$ cat config.mk
export PLATFORM = sky130hd
export DESIGN_NAME = hall_call_edge_fifo_unit
export DESIGN_NICKNAME = d
export VERILOG_FILES = /design/src/sv/hcef_pkg.sv /design/src/sv/hcef_ctrl.sv /design/src/sv/hcef_dpath.sv /design/src/sv/hall_call_edge_fifo_unit.sv
export VERILOG_INCLUDE_DIRS = /design/src /design/src/sv
export SDC_FILE = /design/constraint.sdc
export NUM_CORES = 1
export LEC_CHECK = 0
export ABC_AREA = 0
export BUFFER_PORTS_ARGS = -buffer_cell sky130_fd_sc_hd__buf_2
export CAP_MARGIN = 20
export CORE_MARGIN = 10
export CORE_UTILIZATION = 50
export CTS_BUF_LIST = sky130_fd_sc_hd__clkbuf_8
export DETAILED_ROUTE_END_ITERATION = 16
export PLACE_DENSITY = 0.76
export SLEW_MARGIN = 20
export SYNTH_ARGS = -nofsm -noshare
export SYNTH_HDL_FRONTEND = slang
export SYNTH_SLANG_ARGS = --single-unit
$ cat constraint.sdc
create_clock -name clk -period 4 [get_ports clk]
set_input_delay 0.6 -clock clk [delete_from_list [all_inputs] [get_ports clk]]
set_output_delay 0.6 -clock clk [all_outputs]
set_load 0.01 [all_outputs]
$ cat src/sv/hall_call_edge_fifo_unit_assert.svh
// assertion macros for the hall call queue
// no dependencies; the using module must have clk and rst_n in scope
`ifndef HALL_CALL_EDGE_FIFO_UNIT_ASSERT_SVH
`define HALL_CALL_EDGE_FIFO_UNIT_ASSERT_SVH

`ifndef SYNTHESIS
// checked while out of reset
`define HCEF_ASSERT(lbl, prop, msg) \
  lbl: assert property (@(posedge clk) disable iff (!rst_n) prop) else $error(msg);
// checked at every edge, reset included
`define HCEF_ASSERT_ALWAYS(lbl, prop, msg) \
  lbl: assert property (@(posedge clk) prop) else $error(msg);
`else
`define HCEF_ASSERT(lbl, prop, msg)
`define HCEF_ASSERT_ALWAYS(lbl, prop, msg)
`endif

`endif

$ cat src/sv/hcef_pkg.sv
// shared constants and the controller command type for the hall call queue
// no dependencies
package hcef_pkg;

  localparam int FLOORS  = 16;
  localparam int PTR_W   = (FLOORS > 1) ? $clog2(FLOORS) : 1;
  localparam int CNT_W   = $clog2(FLOORS + 1);
  localparam int FLOOR_W = 4;
  localparam int ENTRY_W = FLOOR_W + 1;
  localparam int COUNT_W = 5;

  typedef struct packed {
    logic load;   // capture the accepted input transaction
    logic exec;   // apply it to the queue and fill the result register
  } hcef_cmd_t;

endpackage

$ cat src/sv/hcef_ctrl.sv
// controller for the hall call queue: input capture and result handshake
// depends on hcef_pkg
module hcef_ctrl
  import hcef_pkg::*;
(
  input  logic      clk,
  input  logic      rst_n,
  input  logic      in_tvalid,
  output logic      in_tready,
  output logic      out_tvalid,
  input  logic      out_tready,
  output hcef_cmd_t cmd
);

  localparam logic ST_IDLE = 1'b0;
  localparam logic ST_EXEC = 1'b1;

  logic state_r, state_nxt;
  logic out_valid_r, out_valid_nxt;
  logic exec_go;
  logic in_acc;

  // the captured item may run once the result register is free or draining
  assign exec_go   = (state_r == ST_EXEC) && (!out_valid_r || out_tready);
  assign in_tready = (state_r == ST_IDLE) || exec_go;
  assign in_acc    = in_tvalid && in_tready;

  always_comb begin
    state_nxt = state_r;
    case (state_r)
      ST_IDLE: begin
        if (in_acc) state_nxt = ST_EXEC;
      end
      ST_EXEC: begin
        if (exec_go && !in_acc) state_nxt = ST_IDLE;
      end
      default: state_nxt = ST_IDLE;
    endcase
  end

  always_comb begin
    out_valid_nxt = out_valid_r;
    if (exec_go) out_valid_nxt = 1'b1;
    else if (out_tready) out_valid_nxt = 1'b0;
  end

  always_ff @(posedge clk) begin
    if (!rst_n) begin
      state_r     <= ST_IDLE;
      out_valid_r <= 1'b0;
    end else begin
      state_r     <= state_nxt;
      out_valid_r <= out_valid_nxt;
    end
  end

  assign out_tvalid = out_valid_r;
  assign cmd.load   = in_acc;
  assign cmd.exec   = exec_go;

endmodule

$ cat src/sv/hcef_dpath.sv
// datapath for the hall call queue: edge stores, request fifo, result register
// depends on hcef_pkg
module hcef_dpath
  import hcef_pkg::*;
(
  input  logic               clk,
  input  logic               rst_n,
  input  hcef_cmd_t          cmd,
  input  logic               in_func,
  input  logic [FLOOR_W-1:0] in_floor_index,
  input  logic               in_up_level,
  input  logic               in_down_level,
  output logic               req_valid,
  output logic [FLOOR_W-1:0] req_floor,
  output logic               req_dir,
  output logic               drop_up,
  output logic               drop_down,
  output logic [COUNT_W-1:0] queue_count
);

  function automatic logic [PTR_W-1:0] ptr_inc(input logic [PTR_W-1:0] p);
    return (p == PTR_W'(FLOORS - 1)) ? '0 : p + 1'b1;
  endfunction

  // captured transaction
  logic               func_r;
  logic [FLOOR_W-1:0] floor_r;
  logic               up_r;
  logic               dn_r;

  // queue state
  logic [FLOORS-1:0]  prev_up_r;
  logic [FLOORS-1:0]  prev_dn_r;
  logic [ENTRY_W-1:0] fifo_r [FLOORS];
  logic [PTR_W-1:0]   head_r, head_nxt;
  logic [PTR_W-1:0]   tail_r, tail_nxt;
  logic [CNT_W-1:0]   count_r, count_nxt;

  // result register
  logic               req_valid_r;
  logic [FLOOR_W-1:0] req_floor_r;
  logic               req_dir_r;
  logic               drop_up_r;
  logic               drop_dn_r;
  logic [COUNT_W-1:0] queue_count_r;

  logic               in_range;
  logic [PTR_W-1:0]   fidx;
  logic               edge_up, edge_dn;
  logic               push_up, push_dn;
  logic [CNT_W-1:0]   count_mid;
  logic [PTR_W-1:0]   tail_dn;
  logic               pop;
  logic [ENTRY_W-1:0] head_entry;

  always_ff @(posedge clk) begin
    if (cmd.load) begin
      func_r  <= in_func;
      floor_r <= in_floor_index;
      up_r    <= in_up_level;
      dn_r    <= in_down_level;
    end
  end

  assign in_range = (32'(floor_r) < FLOORS);
  assign fidx     = PTR_W'(floor_r);
  assign edge_up  = !func_r && in_range && up_r && !prev_up_r[fidx];
  assign edge_dn  = !func_r && in_range && dn_r && !prev_dn_r[fidx];

  // up request goes in first, so the down request sees the count after it
  assign push_up   = edge_up && (count_r < CNT_W'(FLOORS));
  assign count_mid = count_r + CNT_W'(push_up);
  assign push_dn   = edge_dn && (count_mid < CNT_W'(FLOORS));
  assign tail_dn   = push_up ? ptr_inc(tail_r) : tail_r;

  assign pop        = func_r && (count_r != '0);
  assign head_entry = fifo_r[head_r];

  always_comb begin
    head_nxt  = head_r;
    tail_nxt  = tail_r;
    count_nxt = count_r;
    if (pop) begin
      head_nxt  = ptr_inc(head_r);
      count_nxt = count_r - 1'b1;
    end else begin
      tail_nxt  = push_dn ? ptr_inc(tail_dn) : tail_dn;
      count_nxt = count_mid + CNT_W'(push_dn);
    end
  end

  always_ff @(posedge clk) begin
    if (cmd.exec) begin
      if (push_up) fifo_r[tail_r] <= {1'b0, floor_r};
      if (push_dn) fifo_r[tail_dn] <= {1'b1, floor_r};
    end
  end

  always_ff @(posedge clk) begin
    if (!rst_n) begin
      prev_up_r <= '0;
      prev_dn_r <= '0;
      head_r    <= '0;
      tail_r    <= '0;
      count_r   <= '0;
    end else if (cmd.exec) begin
      // stored level follows the button even when the request was dropped
      if (!func_r && in_range) begin
        prev_up_r[fidx] <= up_r;
        prev_dn_r[fidx] <= dn_r;
      end
      head_r  <= head_nxt;
      tail_r  <= tail_nxt;
      count_r <= count_nxt;
    end
  end

  always_ff @(posedge clk) begin
    if (cmd.exec) begin
      req_valid_r   <= pop;
      req_floor_r   <= pop ? head_entry[FLOOR_W-1:0] : '0;
      req_dir_r     <= pop ? head_entry[FLOOR_W] : 1'b0;
      drop_up_r     <= edge_up && !push_up;
      drop_dn_r     <= edge_dn && !push_dn;
      queue_count_r <= COUNT_W'(count_nxt);
    end
  end

  assign req_valid   = req_valid_r;
  assign req_floor   = req_floor_r;
  assign req_dir     = req_dir_r;
  assign drop_up     = drop_up_r;
  assign drop_down   = drop_dn_r;
  assign queue_count = queue_count_r;

endmodule

$ cat src/sv/hall_call_edge_fifo_unit.sv
// Hall call request queue. Each input transaction either samples one floor's
// up and down button levels (in_tuser = 0) or takes the oldest request
// (in_tuser = 1). A rising button level queues a (floor, direction) request,
// up before down; a full queue drops the request and flags it. Every input
// transaction gives one result transaction: it is captured, then applied to
// the queue and result register. With out_tready held high the unit sustains
// one transaction per cycle, as the edge stores, fifo write and pointer
// update happen together. A held result register stalls the next update,
// and in turn in_tready. Queue depth and floor count are hcef_pkg::FLOORS.
// depends on hcef_pkg, hcef_ctrl, hcef_dpath and the assertion header
`include "hall_call_edge_fifo_unit_assert.svh"

module hall_call_edge_fifo_unit
  import hcef_pkg::*;
(
  input  logic        clk,
  input  logic        rst_n,
  input  logic        in_tvalid,
  output logic        in_tready,
  input  logic [7:0]  in_tdata,   // floor_index[3:0], up_level[4], down_level[5], zero[7:6]
  input  logic        in_tuser,   // func[0]
  output logic        out_tvalid,
  input  logic        out_tready,
  output logic [15:0] out_tdata,  // req_floor[3:0], req_dir[4], drop_up[5], drop_down[6],
                                  // queue_count[11:7], zero[15:12]
  output logic        out_tuser   // req_valid[0]
);

  hcef_cmd_t          cmd;
  logic               req_valid;
  logic [FLOOR_W-1:0] req_floor;
  logic               req_dir;
  logic               drop_up;
  logic               drop_down;
  logic [COUNT_W-1:0] queue_count;

  hcef_ctrl u_ctrl (
    .clk        (clk),
    .rst_n      (rst_n),
    .in_tvalid  (in_tvalid),
    .in_tready  (in_tready),
    .out_tvalid (out_tvalid),
    .out_tready (out_tready),
    .cmd        (cmd)
  );

  hcef_dpath u_dpath (
    .clk            (clk),
    .rst_n          (rst_n),
    .cmd            (cmd),
    .in_func        (in_tuser),
    .in_floor_index (in_tdata[3:0]),
    .in_up_level    (in_tdata[4]),
    .in_down_level  (in_tdata[5]),
    .req_valid      (req_valid),
    .req_floor      (req_floor),
    .req_dir        (req_dir),
    .drop_up        (drop_up),
    .drop_down      (drop_down),
    .queue_count    (queue_count)
  );

  assign out_tdata = {4'b0000, queue_count, drop_down, drop_up, req_dir, req_floor};
  assign out_tuser = req_valid;

  `HCEF_ASSERT_ALWAYS(a_no_result_in_reset, !rst_n |=> !out_tvalid, "result valid after reset")
  `HCEF_ASSERT(a_empty_take_clean, (out_tvalid && !out_tuser) |-> (out_tdata[4:0] == 5'd0),
               "floor or direction set without a taken request")
  `HCEF_ASSERT(a_take_no_drop, (out_tvalid && out_tuser) |-> (!out_tdata[5] && !out_tdata[6]),
               "drop flag on a take transaction")
  `HCEF_ASSERT(a_out_hold, (out_tvalid && !out_tready) |=> (out_tvalid && $stable(out_tdata) && $stable(out_tuser)),
               "result changed while stalled")

endmodule

* After elaboration in Yosys (flattened, before gate mapping)
Memory sizes are Yosys's and may differ from the RTL's. A register that Yosys moved wholly into a read port is not among the register bits.
Index checks and enable logic that the tools add are counted.
** Storage, ports and cells
- Input bits :: 13
- Memories :: 1
- Bits in registers :: 62
- RAM bits :: 80
- Output and inout port bits :: 19
- Word-level logic and storage cells :: 85
** Memory list
- u_dpath.fifo_r :: depth 16, width 5, rd ports 1, clocked after memory_dff 1, wr ports 2, RTL line hcef_dpath.sv:34 : logic [ENTRY_W-1:0] fifo_r [FLOORS];
** Cells by class
- Mux-type cells :: 25
- Equality and inequality tests :: 3
- Reductions and logical operators :: 28
- $add $sub $neg :: 6
- Bitwise gates (word level) :: 3
- Magnitude comparators :: 4
** Operator list (count)
- 16-bit bitwise mux :: 2
- 4-bit 2-to-1 mux :: 5
- 1-bit logical AND :: 13
- 1-bit 2-to-1 mux :: 13
- 4-bit by 1-bit adder with 4-bit output, second input constant :: 3
- 4-bit equality test, second input constant :: 3
- 5-bit by 1-bit adder with 5-bit output :: 2
- 5-bit < comparator, second input constant :: 2
- 1-bit binary-select mux with 4-bit select :: 2
- 1-bit logical NOT :: 8
- 2-bit AND reduction :: 3
- 4-bit by 5-bit < comparator with 1-bit output, second input constant :: 1
- 5-bit 2-to-1 mux :: 1
- 5-bit nonzero test :: 1
- 5-bit by 1-bit subtractor with 5-bit output, second input constant :: 1
- 1-bit demux with 4-bit select :: 1
- 4-bit by 1-bit greater-or-equal comparator with 1-bit output, second input constant :: 1
- 1-bit NOT :: 3
- 1-bit logical OR :: 2
- 1-bit one-hot mux with 2 select lines :: 1
- 2-bit nonzero test :: 1

* Longest topological paths before layout
Gate-level depths: netlist of run 1.
- Depth in word-level cells :: 11
- Gate-level depth with buffers :: 20
- Mapped depth without buffers :: 16

* Cells and area by module
A second synthesis of run 1 with hierarchy kept.
** Unflattened totals
- Cell total of the unflattened synthesis :: 636
- Area total of the unflattened synthesis :: 7304.5 um^2
** By module, submodules not included
- hcef_dpath :: instances 1, area an instance 7129.3 um^2, seq. area each 3743.6 um^2, cells each 617
- hcef_ctrl :: instances 1, area an instance 118.9 um^2, seq. area each 40.0 um^2, cells each 11
- hall_call_edge_fifo_unit :: instances 1, area an instance 56.3 um^2, seq. area each 0.0 um^2, cells each 8

* Least setup slack after synthesis of run 1
Ideal clock, no wire load.
- Path kind :: flip-flop to flip-flop
- From :: register u_dpath.floor_r[1] (netlist: u_dpath.fidx[1])
- To :: register u_dpath.count_r[4]
- Required time :: 3884 ps
- Library setup time :: 116 ps
- Path buffers :: 4
- Stages on the path, launching flop included :: 21
- Setup slack :: -261 ps
- Arrival :: 4145 ps
- Period minus slack after synthesis :: 4261 ps
- Path through :: edfxtp_1 > buf_6 > buf_12 > mux2_4 > a222oi_1 > o211a_1 > buf_6 > ha_1 > ha_1 > nand3_1 > xnor2_1 > nor2_1 > buf_2 > ha_1 > ha_1 > nand2_1 > nor4_1 > a21oi_1 > o211ai_1 > o31ai_1 > o211a_1
** Between the ends
- Longest elaborated chain between the ends :: 10
- Elaborated cells on any way between the ends :: 14
- Classes of those cells :: 2 x add/sub; 1 x order compare; 5 x mux; 6 x reduce/logical
** Ends and longest elaborated chain
- start: declaration :: RTL line hcef_dpath.sv:27 : logic [FLOOR_W-1:0] floor_r;
- start signal: assignment :: RTL line hcef_dpath.sv:59 : floor_r <= in_floor_index;
- 1-bit binary-select mux with 4-bit select :: RTL line hcef_dpath.sv:67 : assign edge_up = !func_r && in_range && up_r && !prev_up_r[fidx];
- 1-bit 2-to-1 mux (implied by the code) :: RTL line hcef_dpath.sv:67
- 1-bit logical NOT :: RTL line hcef_dpath.sv:67
- 1-bit logical AND :: RTL line hcef_dpath.sv:67
- 1-bit logical AND :: RTL line hcef_dpath.sv:71 : assign push_up = edge_up && (count_r < CNT_W'(FLOORS));
- 5-bit by 1-bit adder with 5-bit output :: RTL line hcef_dpath.sv:72 : assign count_mid = count_r + CNT_W'(push_up);
- 5-bit < comparator :: RTL line hcef_dpath.sv:73 : assign push_dn = edge_dn && (count_mid < CNT_W'(FLOORS));
- 1-bit logical AND :: RTL line hcef_dpath.sv:73
- 5-bit by 1-bit adder with 5-bit output * :: RTL line hcef_dpath.sv:88 : count_nxt = count_mid + CNT_W'(push_dn);
- 5-bit 2-to-1 mux * :: RTL line hcef_dpath.sv:83 : if (pop) begin
- net u_dpath.count_nxt[4] :: RTL line hcef_dpath.sv:37 : logic [CNT_W-1:0] count_r, count_nxt;
- end signal: assignment :: RTL line hcef_dpath.sv:114 : count_r <= count_nxt;
- end: declaration :: RTL line hcef_dpath.sv:37
Mark *: on every way through the listed nets, which the timed path passes. The rest lies on a longest branch. The select of a mux whose other input is x is not followed.
A chain may end at the register's enable or synchronous reset.

* Worst setup path in the final report of run 1
- From :: register u_dpath.floor_r[0] (netlist: u_dpath.fidx[0])
- To :: register u_dpath.count_r[4]
Same word-level chain as after synthesis.

==> results of run 1 <==
-- routing by layer --
layer | global-route usage [%] | vias up | share of wire [%]
li1 | - | 2386 | -
met1 | 17.9 | 2448 | 43
met2 | 25.3 | 111 | 51
met3 | 4.34 | 17 | 4.8
met4 | 5.97 | 0 | 1.4
met5 | 0 | - | 0
-- state kept, by name, indices dropped and copies added, names as in the netlist, 4 cells and up --
register	count
u_dpath.count_r	5
u_dpath.req_floor	4
u_dpath.fifo_r	80
u_dpath.tail_r	4
u_dpath.queue_count	5
u_dpath.prev_up_r	16
u_dpath.head_r	4
u_dpath.prev_dn_r	16
u_dpath.fidx	4
-- power by group through the flow --
stage                     logic (mW)  clock network [mW]  registers [mW]
after floorplan                0.180                   0            1.67
after global placement         0.225                   0            1.68
after detailed placement       0.233                   0            1.69
after CTS                      0.234                1.16            1.65
after global routing           0.263                1.23            1.65
final                          0.241                1.14            1.65
-- layout by cell type, fill, tap and decap left out, types with 7 or more instances in the layout --
master     instances
a21o_1            13
a21oi_1           27
and2_1            65
buf_2             25
buf_4             25
clkbuf_8          17
dfxtp_1           62
edfxtp_1          84
ha_1              11
inv_1             14
mux2i_1           32
mux4_2            27
nand2_1           62
nand3_1           21
nor2_1            42
nor2b_1            7
o21ai_0           19
o2bb2ai_1          7
o2bb2ai_2          7
-- kinds of logic after synthesis --
logic type / Yosys count
other: 1
adders and majority gates: 14
muxes: 66
buffers and inverters: 68
xor gates and xnor gates: 9
AOI/OAI and AO/OA: 101
DFF: 147
and+or+nand+nor: 246
-- cell type report --
| class | count | area share, % |
|---|---|---|
| flip-flops and latches | 147 | 45.6 |
| multi-input cells | 440 | 42.5 |
| repair buffers | 50 | 3.77 |
| clock buffers | 17 | 2.82 |
| well taps | 184 | 2.77 |
| clock inverters | 15 | 1.85 |
| inverters | 14 | 0.633 |
-- what timing repair did --
item                                    4_1_cts  5_1_grt
endpoints found under the setup margin        0       14
setup buffers                                 0        7
resized for setup                             0        1
-- per-stage QoR --
| step | setup TNS, ns | area [um^2] | utilization [%] | total power, mW | worst slack, ns |
|---|---|---|---|---|---|
| 6_report | 0 | 8300 | 56.5 | 3.03 | 0.179 |
| 5_1_grt | -0.244 | 8300 | 56.5 | 3.15 | -0.0594 |
| 4_1_cts | 0 | 8240 | 56.1 | 3.05 | 0.0297 |
| 3_5_place_dp | 0 | 7850 | 53.4 | 1.92 | 0.0634 |
| 3_3_place_gp | 0 | 7850 | 53.4 | 1.91 | 0.109 |
| 2_1_floorplan | 0 | 7640 | - | 1.85 | 0.0483 |
-- worst max-delay path, stage by stage, from the launching register on --
cell and delay, ns:
edfxtp_1 0.52, mux4_1 0.64, mux2i_2 0.25, o211a_1 0.24, ha_4 0.16, ha_4 0.16
nand3_1 0.12, xnor2_2 0.24, nor2_4 0.06, ha_1 0.24, ha_2 0.21, a21o_1 0.17
a22o_1 0.19, a21oi_2 0.15, o211ai_1 0.09, o31ai_1 0.11, o211a_1 0.20
-- how the worst max path moves through the flow --
stage                         start            endpoint  slack (ns)  cells after the start
floorplan           u_dpath.fidx[1]  u_dpath.count_r[4]        0.05                     20
global placement    u_dpath.fidx[1]  u_dpath.count_r[4]        0.11                     16
detailed placement  u_dpath.fidx[1]  u_dpath.count_r[4]        0.06                     16
CTS                 u_dpath.fidx[1]  u_dpath.count_r[4]        0.03                     16
global route        u_dpath.fidx[0]  u_dpath.count_r[4]       -0.06                     16
finish              u_dpath.fidx[0]  u_dpath.count_r[4]        0.18                     16
==> flow_metrics.env, run 1 <==
export IMPL_intPower_mw=2.27
export IMPL_die_w_um=143
export IMPL_switching_share_pct=25.0
export IMPL_drc_errors=0
export IMPL_cp_start_kind="flop"
export IMPL_setup_viol=0
export IMPL_synth_top_family_by_area="simple AND/OR/NAND/NOR gates"
export IMPL_finalCriticalPeriod_ns=3.82
export IMPL_finalNonFillerCells=867
export IMPL_nFillCells=1212
export IMPL_yosysSeqAreaShare_pct=50.0
export IMPL_power_leakage_nw=3.14
export IMPL_clk_latency_ns=0.46
export IMPL_yosys_area_top_type="edfxtp_1"
export IMPL_power_frac_seq_pct=54.3
export IMPL_gp_congestion=0.844
export IMPL_async_reset_ff_share_pct=0
export IMPL_hp_class="primary input to flop"
export IMPL_cts_buffer_depth=2
export IMPL_place_hpwl_um=10900
export IMPL_nNetsFinal=697
export IMPL_antenna_found_initial=0
export IMPL_regArea_um2=3780
export IMPL_rr_worst_depth=16
export IMPL_end_kind="flop"
export IMPL_syn_to_final_growth_pct=9.62
export IMPL_die_area_um2=20500
export IMPL_synthTopCellsByCount="edfxtp_1, and2_1, dfxtp_1"
export IMPL_viasPerCell=5.72
export IMPL_grt_pass1_vias=4966
export IMPL_core_um2=14700
export IMPL_n_antenna_cell=0
export IMPL_synthSimpleGateAreaFrac_pct=18.4
export IMPL_finClkSkew_ns=0.0158
export IMPL_max_slew_margin_pct=50.4
export IMPL_clk_pin_slew_worst_paths_ns=0.08
export IMPL_totalWireLength_um=15200
export IMPL_synthXorXnorAreaFrac_pct=1.04
export IMPL_yosysTopAreaCellShare_pct=33.3
export IMPL_synthMuxAreaShare_pct=13.7
export IMPL_postSynthAreaPerCell_um2=11.6
export IMPL_fmax_mhz=262
export IMPL_ant_nets=0
export IMPL_cp_arrival_ns=4.22
export IMPL_required_ns=4.40
export IMPL_holdPathStages=1
export IMPL_rows=44
export IMPL_synth_distinct_cells=68
export IMPL_drt_pass1_iter_count=4
export IMPL_maxSlewViolCount=0
export IMPL_status="finished, final reports clean"
export IMPL_post_route_period_util_pct=95.5
export IMPL_hold_slack_ns=0.320
export IMPL_grt_max_degree=45
export IMPL_synth_area_top_cells="edfxtp_1, dfxtp_1, mux4_2, and2_1, mux2i_1"
export IMPL_synth_edff_count=84
export IMPL_combPwrFrac_pct=7.9
export IMPL_htreeDepth=4
export IMPL_r2r_slack_ns=0.18
export IMPL_drtIter0Drc=327
export IMPL_cts_tree="done"
export IMPL_synthFlopType="edfxtp_1"
export IMPL_grt_overflow_total=0
export IMPL_cts_hold_buf=0
export IMPL_switchingPower_mw=0.760
export IMPL_drv_cap=0
export IMPL_ir_drop_mv=0.385
export IMPL_hold_start="in_tdata[0]"
export IMPL_multi_input_comb_area_um2=3530
export IMPL_ys_ff_latch=147
export IMPL_synth_compound_area_share_pct=10.2
export IMPL_drive_above_1_share_pct=22.3
export IMPL_die_height_um=143
export IMPL_worst_slew_pin_slew_ns=0.742
export IMPL_dp_cells=828
export IMPL_power_density_nw_per_um2=366
export IMPL_crit_fanout=7
export IMPL_cts_root_buf="clkbuf_8"
export IMPL_yosys_warnings=0
export IMPL_syn_inst=652
export IMPL_post_drt_wl_per_cell_um=17.5
export IMPL_r2r_end="u_dpath.count_r[4]"
export IMPL_path_class="flop to flop"
export IMPL_post_synth_top_count_cell="edfxtp_1"
export IMPL_port_buffers=25
export IMPL_vias=4962
export IMPL_syn_cell_area_um2=7570
export IMPL_min_to="u_dpath.fidx[0]"
export IMPL_start_util_pct=51.5
export IMPL_grtUsageTotal_pct=15.1
export IMPL_final_hold_viol_count=0
export IMPL_clkPwrFrac_pct=37.7
export IMPL_io_pins=32
export IMPL_r2r_start="u_dpath.fidx[0]"
export IMPL_synthAdderAreaFrac_pct=2.31
export IMPL_grt_pass1_wl_um=24500
export IMPL_numCtsBuffers=17
export IMPL_numClockSinks=147
No activity file was read; power rests on OpenSTA's default activity.
==> run 2, diff against run 1 <==
Settings changed: CTS_CLUSTER_DIAMETER from default to 30, SYNTH_HIERARCHICAL from default to 1.
==> run 2 against run 1 <==
  * Cell count increased by 1.2%
  * Via count is 0.54% higher
  * Die area down 3.0%
  * Non-clock buffer count rose by 18
  * Combinational power is essentially flat
  * Clock skew is 0.0044 ns lower
  * Count of clock-buffer cells in the layout stayed put
==> flow_metrics.env, run 2 <==
export IMPL_status="finished, final reports clean"
export IMPL_topRoutingLayerUsed="met4"
export IMPL_cp_start_kind="flop"
export IMPL_synthFlopType="edfxtp_1"
export IMPL_r2r_start="u_dpath/fidx[0]"
export IMPL_synthTopCellsByCount="edfxtp_1, nand2_1, dfxtp_1"
export IMPL_setup_viol=0
export IMPL_drc_errors=0
export IMPL_totalWireLength_um=15200
export IMPL_power_density_nw_per_um2=360
export IMPL_n_antenna_cell=0
export IMPL_fmax_mhz=256
export IMPL_grt_max_degree=49
export IMPL_viasPerCell=5.69
export IMPL_yosysSeqAreaShare_pct=51.8
export IMPL_drive_above_1_share_pct=21.9
export IMPL_place_hpwl_um=10900
export IMPL_finClkSkew_ns=0.0114
export IMPL_grt_pass1_vias=5064
export IMPL_path_class="flop to flop"
export IMPL_final_hold_viol_count=0
export IMPL_antenna_found_initial=0
export IMPL_power_leakage_nw=2.85
export IMPL_largest_register_ffs=80
export IMPL_intPower_mw=2.26
export IMPL_worst_slew_pin_slew_ns=0.752
export IMPL_post_route_period_util_pct=97.8
export IMPL_htreeDepth=4
export IMPL_r2r_slack_ns=0.09
export IMPL_dp_cells=843
export IMPL_switching_share_pct=23.7
export IMPL_syn_to_final_growth_pct=12.7
export IMPL_post_synth_top_count_cell="edfxtp_1"
export IMPL_met1_length_um=6230
export IMPL_cts_tree="done"
export IMPL_yosys_warnings=6
export IMPL_grtUsageTotal_pct=15.5
export IMPL_post_route_util_pct=57.1
export IMPL_finalNonFillerCells=877
export IMPL_grt_pass1_wl_um=24900
export IMPL_combPwrFrac_pct=8.1
export IMPL_io_pins=32
export IMPL_syn_inst=636
export IMPL_ys_ff_latch=147
export IMPL_drv_cap=0
export IMPL_postSynthAreaPerCell_um2=11.5
export IMPL_die_height_um=141
export IMPL_hp_class="primary input to flop"
export IMPL_required_ns=4.34
export IMPL_drt_pass1_iter_count=7
export IMPL_grt_overflow_total=0
export IMPL_die_w_um=141
export IMPL_synth_distinct_cells=60
export IMPL_cp_arrival_ns=4.25
export IMPL_vias=4989
export IMPL_numClockSinks=147
export IMPL_async_reset_ff_share_pct=0
export IMPL_wl_met2_um=8040
export IMPL_rsz0062_at_grt="yes"
export IMPL_crit_fanout=4
export IMPL_ant_nets=0
export IMPL_synth_edff_count=84
export IMPL_clk_pin_slew_worst_paths_ns=0.07
export IMPL_maxSlewViolCount=0
export IMPL_clk_latency_ns=0.45
export IMPL_max_slew_margin_pct=49.9
export IMPL_layout_commonest_cell="edfxtp_1"
export IMPL_cp_startpoint="u_dpath/fidx[0]"
export IMPL_nNetsFinal=707
export IMPL_power_frac_seq_pct=55.6
export IMPL_cts_buffer_depth=2
export IMPL_gp_congestion=0.848
export IMPL_cts_root_buf="clkbuf_8"
export IMPL_finalCriticalPeriod_ns=3.91
export IMPL_end_kind="flop"
export IMPL_top_regs="u_dpath/fifo_r x80, u_dpath/prev_dn_r x16, u_dpath/prev_up_r x16"
export IMPL_setup_ws_ns=0.0889
export IMPL_wl_met3_um=700
export IMPL_clkPwrFrac_pct=36.4
export IMPL_numCtsBuffers=17
export IMPL_start_util_pct=50.6
export IMPL_core_um2=14400
export IMPL_power_mw=2.96
export IMPL_die_area_um2=19800
export IMPL_regMostFlops="u_dpath/fifo_r"
export IMPL_hold_start="in_tdata[4]"
export IMPL_syn_cell_area_um2=7300
export IMPL_drtIter0Drc=435
export IMPL_port_buffers=25
export IMPL_final_cell_mix="edfxtp_1, nand2_1, dfxtp_1"
export IMPL_switchingPower_mw=0.700
export IMPL_ir_drop_mv=0.203
export IMPL_synth_area_top_cells="edfxtp_1, dfxtp_1, mux4_2, and2_1, nand2_1"
export IMPL_rows=44
export IMPL_yosysTopAreaCellShare_pct=34.5
export IMPL_yosys_area_top_type="edfxtp_1"
export IMPL_post_drt_wl_per_cell_um=17.3
export IMPL_dp_slack_ns=-0.122
run 2: final cells by class:
type / count / area (um^2)
clock buffers: 17 / 234
well taps: 184 / 230
repair buffers: 68 / 448
inverters: 15 / 61.3
fillers: 1180 / 6190
clock inverters: 15 / 128
multi-input cells: 431 / 3340
flip-flops and latches: 147 / 3780
run 2: metal layers:
| metal | GRT usage [%] | vias to the layer above |
|---|---|---|
| li1 | - | 2355 |
| met1 | 18.3 | 2476 |
| met2 | 26.9 | 132 |
| met3 | 3.53 | 26 |
| met4 | 5.82 | 0 |
| met5 | 0 | - |
run 2: kinds of logic (layout without fill, tap and decap cells):
| group | Yosys count | after routing | share of synthesized area, % |
|---|---|---|---|
| AND/OR/NAND/NOR | 250 | 250 | 18.7 |
| flip-flops | 147 | 147 | 51.8 |
| AO/OA/AOI/OAI | 97 | 97 | 8.67 |
| buffers and inverters | 61 | 115 | 3.94 |
| multiplexers | 55 | 55 | 13.1 |
| adder cells (fa/ha/maj) | 14 | 14 | 2.40 |
| XOR/XNOR | 11 | 11 | 1.32 |
| other | 1 | 4 | 0.0513 |
run 2: power groups by stage:
stage / Combinational [mW] / Clock (mW) / Sequential (mW)
floorplan: 0.170 / 0 / 1.67
global placement: 0.220 / 0 / 1.68
detailed placement: 0.230 / 0 / 1.68
CTS: 0.236 / 1.10 / 1.64
global route: 0.262 / 1.17 / 1.65
finish: 0.239 / 1.08 / 1.64
run 2: worst paths after layout:
path,endpoint,depth (start not counted)
min reg2reg,u_dpath/fifo_r[0][4],2
max reg2reg,u_dpath/count_r[4],18
min,u_dpath/up_r,1
max,u_dpath/count_r[4],18
run 2: metrics by stage:
stage / instance area (um^2) / hold slack (ns) / setup TNS (ns)
4_1_cts: 8190 / 0.296 / 0
6_report: 8230 / 0.325 / 0
3_5_place_dp: 7810 / 0.444 / -0.194
5_1_grt: 8230 / 0.306 / -0.330
2_1_floorplan: 7380 / 0.419 / -0.397
3_3_place_gp: 7810 / 0.427 / -0.0366
run 2: worst max-delay path: stages, from the launching register on:
cell,delay [ns]
edfxtp_1,0.47
mux4_2,0.53
a22o_1,0.25
or4_4,0.45
clkinv_4,0.08
ha_4,0.13
ha_4,0.14
nand3_4,0.08
xnor2_2,0.22
nor3_4,0.08
ha_4,0.18
ha_4,0.16
a21o_1,0.15
a22o_1,0.17
a21oi_1,0.19
buf_4,0.13
nor3_1,0.03
a21o_1,0.16
o211a_1,0.20
run 2: repair_timing:
item | in CTS | in global routing
hold buffers | 0 | 0
hold endpoints to repair | 0 | 0
endpoints found under the setup margin | 2 | 86
cloned | 0 | 0
buffers inserted | 1 | 1
resized for setup | 1 | 6
pin swaps | 3 | 7
